**src/rtl/core/rau_pkg.sv**
```systemverilog
package rau_pkg;

    localparam logic [1:0] FUNC_ADD    = 2'd0;
    localparam logic [1:0] FUNC_MUL    = 2'd1;
    localparam logic [1:0] FUNC_DIV    = 2'd2;
    localparam logic [1:0] FUNC_UNUSED = 2'd3;

    localparam logic [1:0] SEL_P0 = 2'd0;
    localparam logic [1:0] SEL_P1 = 2'd1;
    localparam logic [1:0] SEL_P2 = 2'd2;

    localparam int DivSteps = 64;

    typedef struct packed {
        logic [1:0]         func;
        logic signed [31:0] lhs_num;
        logic [30:0]        lhs_den;
        logic signed [31:0] rhs_num;
        logic [30:0]        rhs_den;
    } rau_in_t;

    typedef struct packed {
        logic signed [63:0] res_num;
        logic [62:0]        res_den;
        logic               status;
    } rau_out_t;

    typedef enum logic [3:0] {
        ST_IDLE,
        ST_MUL0,
        ST_MUL1,
        ST_MUL2,
        ST_SUM,
        ST_MAG,
        ST_GCD,
        ST_DIV,
        ST_DONE
    } rau_state_t;

    typedef struct packed {
        logic       load;
        logic       mul;
        logic [1:0] mul_sel;
        logic       sum;
        logic       mag;
        logic       gcd_step;
        logic       div_init;
        logic       div_step;
        logic       out_load;
    } rau_cmd_t;

    typedef struct packed {
        logic special;
        logic gcd_done;
    } rau_sts_t;

endpackage

```
**src/rtl/core/rau_ctrl.sv**
```systemverilog
module rau_ctrl (
    input  logic              clk,
    input  logic              rst_n,
    input  logic              req_valid,
    output logic              req_stall,
    output logic              rsp_valid,
    input  logic              rsp_stall,
    input  rau_pkg::rau_sts_t sts,
    output rau_pkg::rau_cmd_t cmd
);
    import rau_pkg::*;

    rau_state_t state_reg, state_next;
    logic [5:0] cnt_reg, cnt_next;
    logic       out_valid_reg, out_valid_next;
    logic       out_free;

    assign out_free  = !out_valid_reg || !rsp_stall;
    assign req_stall = (state_reg != ST_IDLE);
    assign rsp_valid = out_valid_reg;

    always_comb
    begin
        state_next = state_reg;
        unique case (state_reg)
            ST_IDLE: if (req_valid) state_next = ST_MUL0;
            ST_MUL0: state_next = sts.special ? ST_DONE : ST_MUL1;
            ST_MUL1: state_next = ST_MUL2;
            ST_MUL2: state_next = ST_SUM;
            ST_SUM:  state_next = ST_MAG;
            ST_MAG:  state_next = ST_GCD;
            ST_GCD:  if (sts.gcd_done) state_next = ST_DIV;
            ST_DIV:  if (cnt_reg == 6'(DivSteps - 1)) state_next = ST_DONE;
            ST_DONE: if (out_free) state_next = ST_IDLE;
            default: state_next = ST_IDLE;
        endcase
    end

    always_comb
    begin
        cmd = '0;
        cnt_next = cnt_reg;
        out_valid_next = out_valid_reg;
        if (out_valid_reg && !rsp_stall)
        begin
            out_valid_next = 1'b0;
        end
        unique case (state_reg)
            ST_IDLE: cmd.load = req_valid;
            ST_MUL0:
            begin
                cmd.mul = 1'b1;
                cmd.mul_sel = SEL_P0;
            end
            ST_MUL1:
            begin
                cmd.mul = 1'b1;
                cmd.mul_sel = SEL_P1;
            end
            ST_MUL2:
            begin
                cmd.mul = 1'b1;
                cmd.mul_sel = SEL_P2;
            end
            ST_SUM:  cmd.sum = 1'b1;
            ST_MAG:  cmd.mag = 1'b1;
            ST_GCD:
            begin
                cnt_next = '0;
                if (sts.gcd_done)
                begin
                    cmd.div_init = 1'b1;
                end
                else
                begin
                    cmd.gcd_step = 1'b1;
                end
            end
            ST_DIV:
            begin
                cmd.div_step = 1'b1;
                cnt_next = cnt_reg + 6'd1;
            end
            ST_DONE:
            begin
                if (out_free)
                begin
                    cmd.out_load = 1'b1;
                    out_valid_next = 1'b1;
                end
            end
            default: ;
        endcase
    end

    always_ff @(posedge clk or negedge rst_n)
    begin
        if (!rst_n)
        begin
            state_reg <= ST_IDLE;
            cnt_reg <= '0;
            out_valid_reg <= 1'b0;
        end
        else
        begin
            state_reg <= state_next;
            cnt_reg <= cnt_next;
            out_valid_reg <= out_valid_next;
        end
    end

endmodule

```
**config.mk**
```make
export PLATFORM = sky130hd
export DESIGN_NAME = rau_ctrl
export DESIGN_NICKNAME = d
export VERILOG_FILES = /design/src/rtl/core/rau_pkg.sv /design/src/rtl/core/rau_ctrl.sv
export SDC_FILE = /design/constraint.sdc
export NUM_CORES = 1
export LEC_CHECK = 0
export BUFFER_PORTS_ARGS = -buffer_cell sky130_fd_sc_hd__buf_2
export CAP_MARGIN = 20
export CORE_UTILIZATION = 54
export CTS_CLUSTER_DIAMETER = 80
export DETAILED_ROUTE_END_ITERATION = 12
export GPL_TIMING_DRIVEN = 0
export PLACE_DENSITY = 0.81
export SYNTH_ARGS = -nofsm -noshare
export SYNTH_HDL_FRONTEND = slang
export SYNTH_SLANG_ARGS = --single-unit
```
**constraint.sdc**
```tcl
create_clock -name clk -period 4.65 [get_ports clk]
set_input_delay 0.465 -clock clk [delete_from_list [all_inputs] [get_ports clk]]
set_output_delay 0.465 -clock clk [all_outputs]
set_load 0.01 [all_outputs]
```
[Yosys cells after proc, flatten, opt, wreduce, memory -nomap -nowiden]
Index checks and enable logic that the tools add are counted.
Operators by class
  reductions and logical operators: 8
  eq/ne operators: 13
  $add $sub $neg: 1
  mux-type cells: 20
Operators with widths (number)
  4-bit one-hot mux with 9 select lines: 1
  4-bit two-way mux: 5
  4-bit by 3-bit equality test with 1-bit output, second input constant: 4
  6-bit one-hot mux with 2 select lines: 1
  1-bit two-way mux: 11
  3-bit one-hot mux with 3 select lines: 1
  4-bit by 2-bit equality test with 1-bit output, second input constant: 2
  2-bit inequality test, second input constant: 4
  6-bit by 1-bit adder with 6-bit output, second input constant: 1
  6-bit equality test, second input constant: 1
  4-bit by 1-bit equality test with 1-bit output, second input constant: 1
  4-bit equality test, second input constant: 1
  4-bit logical NOT: 1
  4-bit AND reduction: 1
  4-bit nonzero test: 1
  1-bit logical NOT: 2
  2-bit two-way mux: 1
  2-bit nonzero test: 1
  1-bit logical AND: 1
  1-bit logical OR: 1
Word-level totals
  register bits after elaboration: 11
  word-level logic and storage cells: 45

[Logic depth before layout (Yosys ltp)]
  word-level depth: 5
  depth in mapped cells: 5

[Least setup slack after synthesis]
Ideal clock, no wire load.
  kind: register to output
  start point: register state_reg[2]
  end point: output port cmd[0] (netlist name)
  buffers on the path: 0
  path slack: 3.045 ns
  data required time: 4.185 ns
  stages on the path, launching flop included: 3
  arrival: 1.140 ns
  path through: dfrtp_1 -> or4b_4 -> a21oi_1
RTL lines
  start: declaration: RTL line rau_ctrl.sv:13  | rau_state_t state_reg, state_next;
  start signal: assignment: RTL line rau_ctrl.sv:106  | state_reg <= state_next;
  end: declaration: RTL line rau_ctrl.sv:9  | output rau_pkg::rau_cmd_t cmd

==> impl_metrics.tcl <==
set metrics [dict create \
    post-cts-setup-buffer-count 0 \
    synth_seq_cells 11 \
    critPathLaunch "state_reg[2]" \
    drt_pre_antenna_iters 4 \
    run_status "finished clean" \
    synth_area_leaders "dfrtp_1 38%, nand2_1 6.8%, o21ai_0 5.6%" \
    drive_above_1_share 0.3168 \
    postRouteAntennaNets 0 \
    drt_iter0_markers 19 \
    die_h_um 38.50 \
    relSlewSlack 0.7694 \
    worstMarginPinSlew_ns 0.3430 \
    cp_top_family "simple AND/OR/NAND/NOR gates" \
    grt_pass1_vias 613 \
    syn_nets 87 \
    crit_end "cmd[0]" \
    rows 12 \
    power_leakage_nw 0.4356 \
    dieArea_um2 1482 \
    clock-sinks 11 \
    finalWirelength_mm 1.555 \
    r2r_slack_ns 2.99 \
    grt_util_met3 0.08721 \
    num-fill-cells 96 \
    syn_inst 80 \
    coreArea_um2 1171 \
    cp-end-kind "output pin" \
    cp.arrival_ns 1.53 \
    clock_path_buffers 2 \
    syn_area_per_cell_um2 8.993 \
    largest_reg_flops 6 \
    htreeDepth 1 \
    cts_tree "done" \
    floorplan.initialDensity 0.6143 \
    area_delta_synth_final_pct 17.91 \
    place_congestion 0.7757 \
    multi_input_area_um2 407.9 \
    reg2reg_from "cnt_reg[0]" \
    hold_ws_ns 0.04502 \
    cp_cell_sequence "or4b_4 > a21oi_1 > buf_2" \
    period_share 0.4296 \
    synth_top_area_share 0.3826 \
    slew_violations 0 \
    slowest_delay_ns 0.54 \
    crit_cells 3 \
    grt_overflow 0 \
    stdcell_area_um2 848.3 \
    routed_via_density 5.930 \
    hold_viol 0 \
    path_max_fanout 5 \
    use_met1 0.3582 \
    yosys_warnings 0 \
    grt_start_max_net_pins 12 \
    synth-seq-area-share 0.3826 \
    final_cell_mix "19 x buf_2, 13 x nand2_1, 11 x dfrtp_1, 8 x o21ai_0, 6 x nor3_1" \
    grt-busiest-layer "met2" \
    worstSkewPairLatency_ns 0.27 \
    gr-usage-met2 0.4250 \
    regArea_um2 275.3 \
    grt_usage 0.2757 \
    hpwl_mm 1.162 \
    timing.rr.end "state_reg[3]" \
    worstRegToRegCells 5 \
    die_w_um 38.50 \
    io_pins 18 \
    pwr_density_cell_nw_per_um2 633.3 \
    skew_ns 0.006126 \
    post_cts_resized 0 \
    fin_nets 109 \
    grt_antenna_before_repair 0 \
    crit_path_start_kind "register" \
    critPathRequiredTime_ns 4.18 \
    clkTransAtPathRegs_ns 0.07 \
    grt_setup_unrepaired "false" \
    cts_buffers 3 \
    post_drt_wl_per_cell_um 13.52 \
    syn-cell-area_um2 719.4 \
    max-vdd-ir-drop_v 0.0003917 \
    slowest_stage "or4b_4" \
    postCtsHoldBufs 0 \
    hold_class "primary input to async pin" \
    fin_setup_tns_ns 0 \
    route.vias.total 682 \
    worst-path-buf-inv 1 \
    drt_drc_violations_left 0 \
    root_buffer "clkbuf_4" \
    maxCapViolCount 0 \
    placedInstanceArea_um2 822.0 \
    yosysTopAreaCell "dfrtp_1" \
    synth_cell_types 34 \
    clock.fmax_mhz 500.6 \
    grt_pass1_wl_mm 2.725 \
    final_common_cell "buf_2" \
    critPathKind "register to output pin" \
    setup_violations 0 \
    port_buffers 17 \
    period_needed_ns 1.998 \
    antenna_cells 0 \
]
worst min-delay path by stage:
stage               slack [ns]  start           end
finish                    0.05  rst_n    cnt_reg[2]
global route              0.06  rst_n    cnt_reg[2]
CTS                       0.05  rst_n    cnt_reg[2]
detailed placement        0.34  rst_n    cnt_reg[2]
global placement          0.34  rst_n  state_reg[1]
floorplan                 0.17  rst_n    cnt_reg[0]
report_power, final:
| part | leakage [nW] | internal (W) | switching (W) |
|---|---|---|---|
| Combinational | 0.276 | 0.000138 | 0.000181 |
| Clock | 0.0150 | 0.0000332 | 0.0000311 |
| Sequential | 0.145 | 0.000124 | 0.0000299 |
metal layers:
metal	up-vias	wire [µm]
li1	339	-
met1	317	727
met2	22	728
met3	4	82
met4	0	17
met5	-	0
cells by family after synthesis:
family          count (synthesis)  synth area share
compound gates                 18            0.1652
xor+xnor                        2           0.02435
fa+ha+maj                       1           0.01739
buf+inv                         6           0.05044
flops                          11            0.3826
mux                             1           0.01565
simple gates                   41            0.3444
per-stage QoR:
stage                     setup WS, ns  utilization  std cells   power, W
after floorplan                  3.045            -         80  0.0003881
after global placement           2.973       0.7019        111  0.0004634
after detailed placement         2.950       0.7019        111  0.0004729
after CTS                        2.650       0.7244        115  0.0005384
after global routing             2.597       0.7244        115  0.0005859
final                            2.652       0.7244        115  0.0005372
cells in the mapped netlist (all sizes together):
library cell,number
nand2,13
dfrtp,11
o21ai,9
nor3,6
nor2,5
buf,4
or4,4
nand2b,3
a21oi,2
a22o,2
inv,2
nand3,2
nand4b,2
xor2,2
a31oi,1
and3,1
and4,1
ha,1
mux2,1
nand3b,1
nand4,1
nor2b,1
o22ai,1
o311ai,1
o31ai,1
o32ai,1
or4b,1
layout make-up:
| class | count | area share |
|---|---|---|
| inverter | 2 | 0.008850 |
| buffer | 4 | 0.03392 |
| tap | 14 | 0.02065 |
| sequential | 11 | 0.3245 |
| timing repair buffer | 17 | 0.1003 |
| multi-input combinational | 63 | 0.4808 |
| clock buffer | 4 | 0.03097 |
worst register-to-register path, delay by kind of cell (launching register included):
kind,cells,cell delay [ns]
adders and majority gates,1,0.25
AOI/OAI and AO/OA,1,0.14
DFF,1,0.42
and+or+nand+nor,3,0.79
No activity file was read; power rests on OpenSTA's default activity.
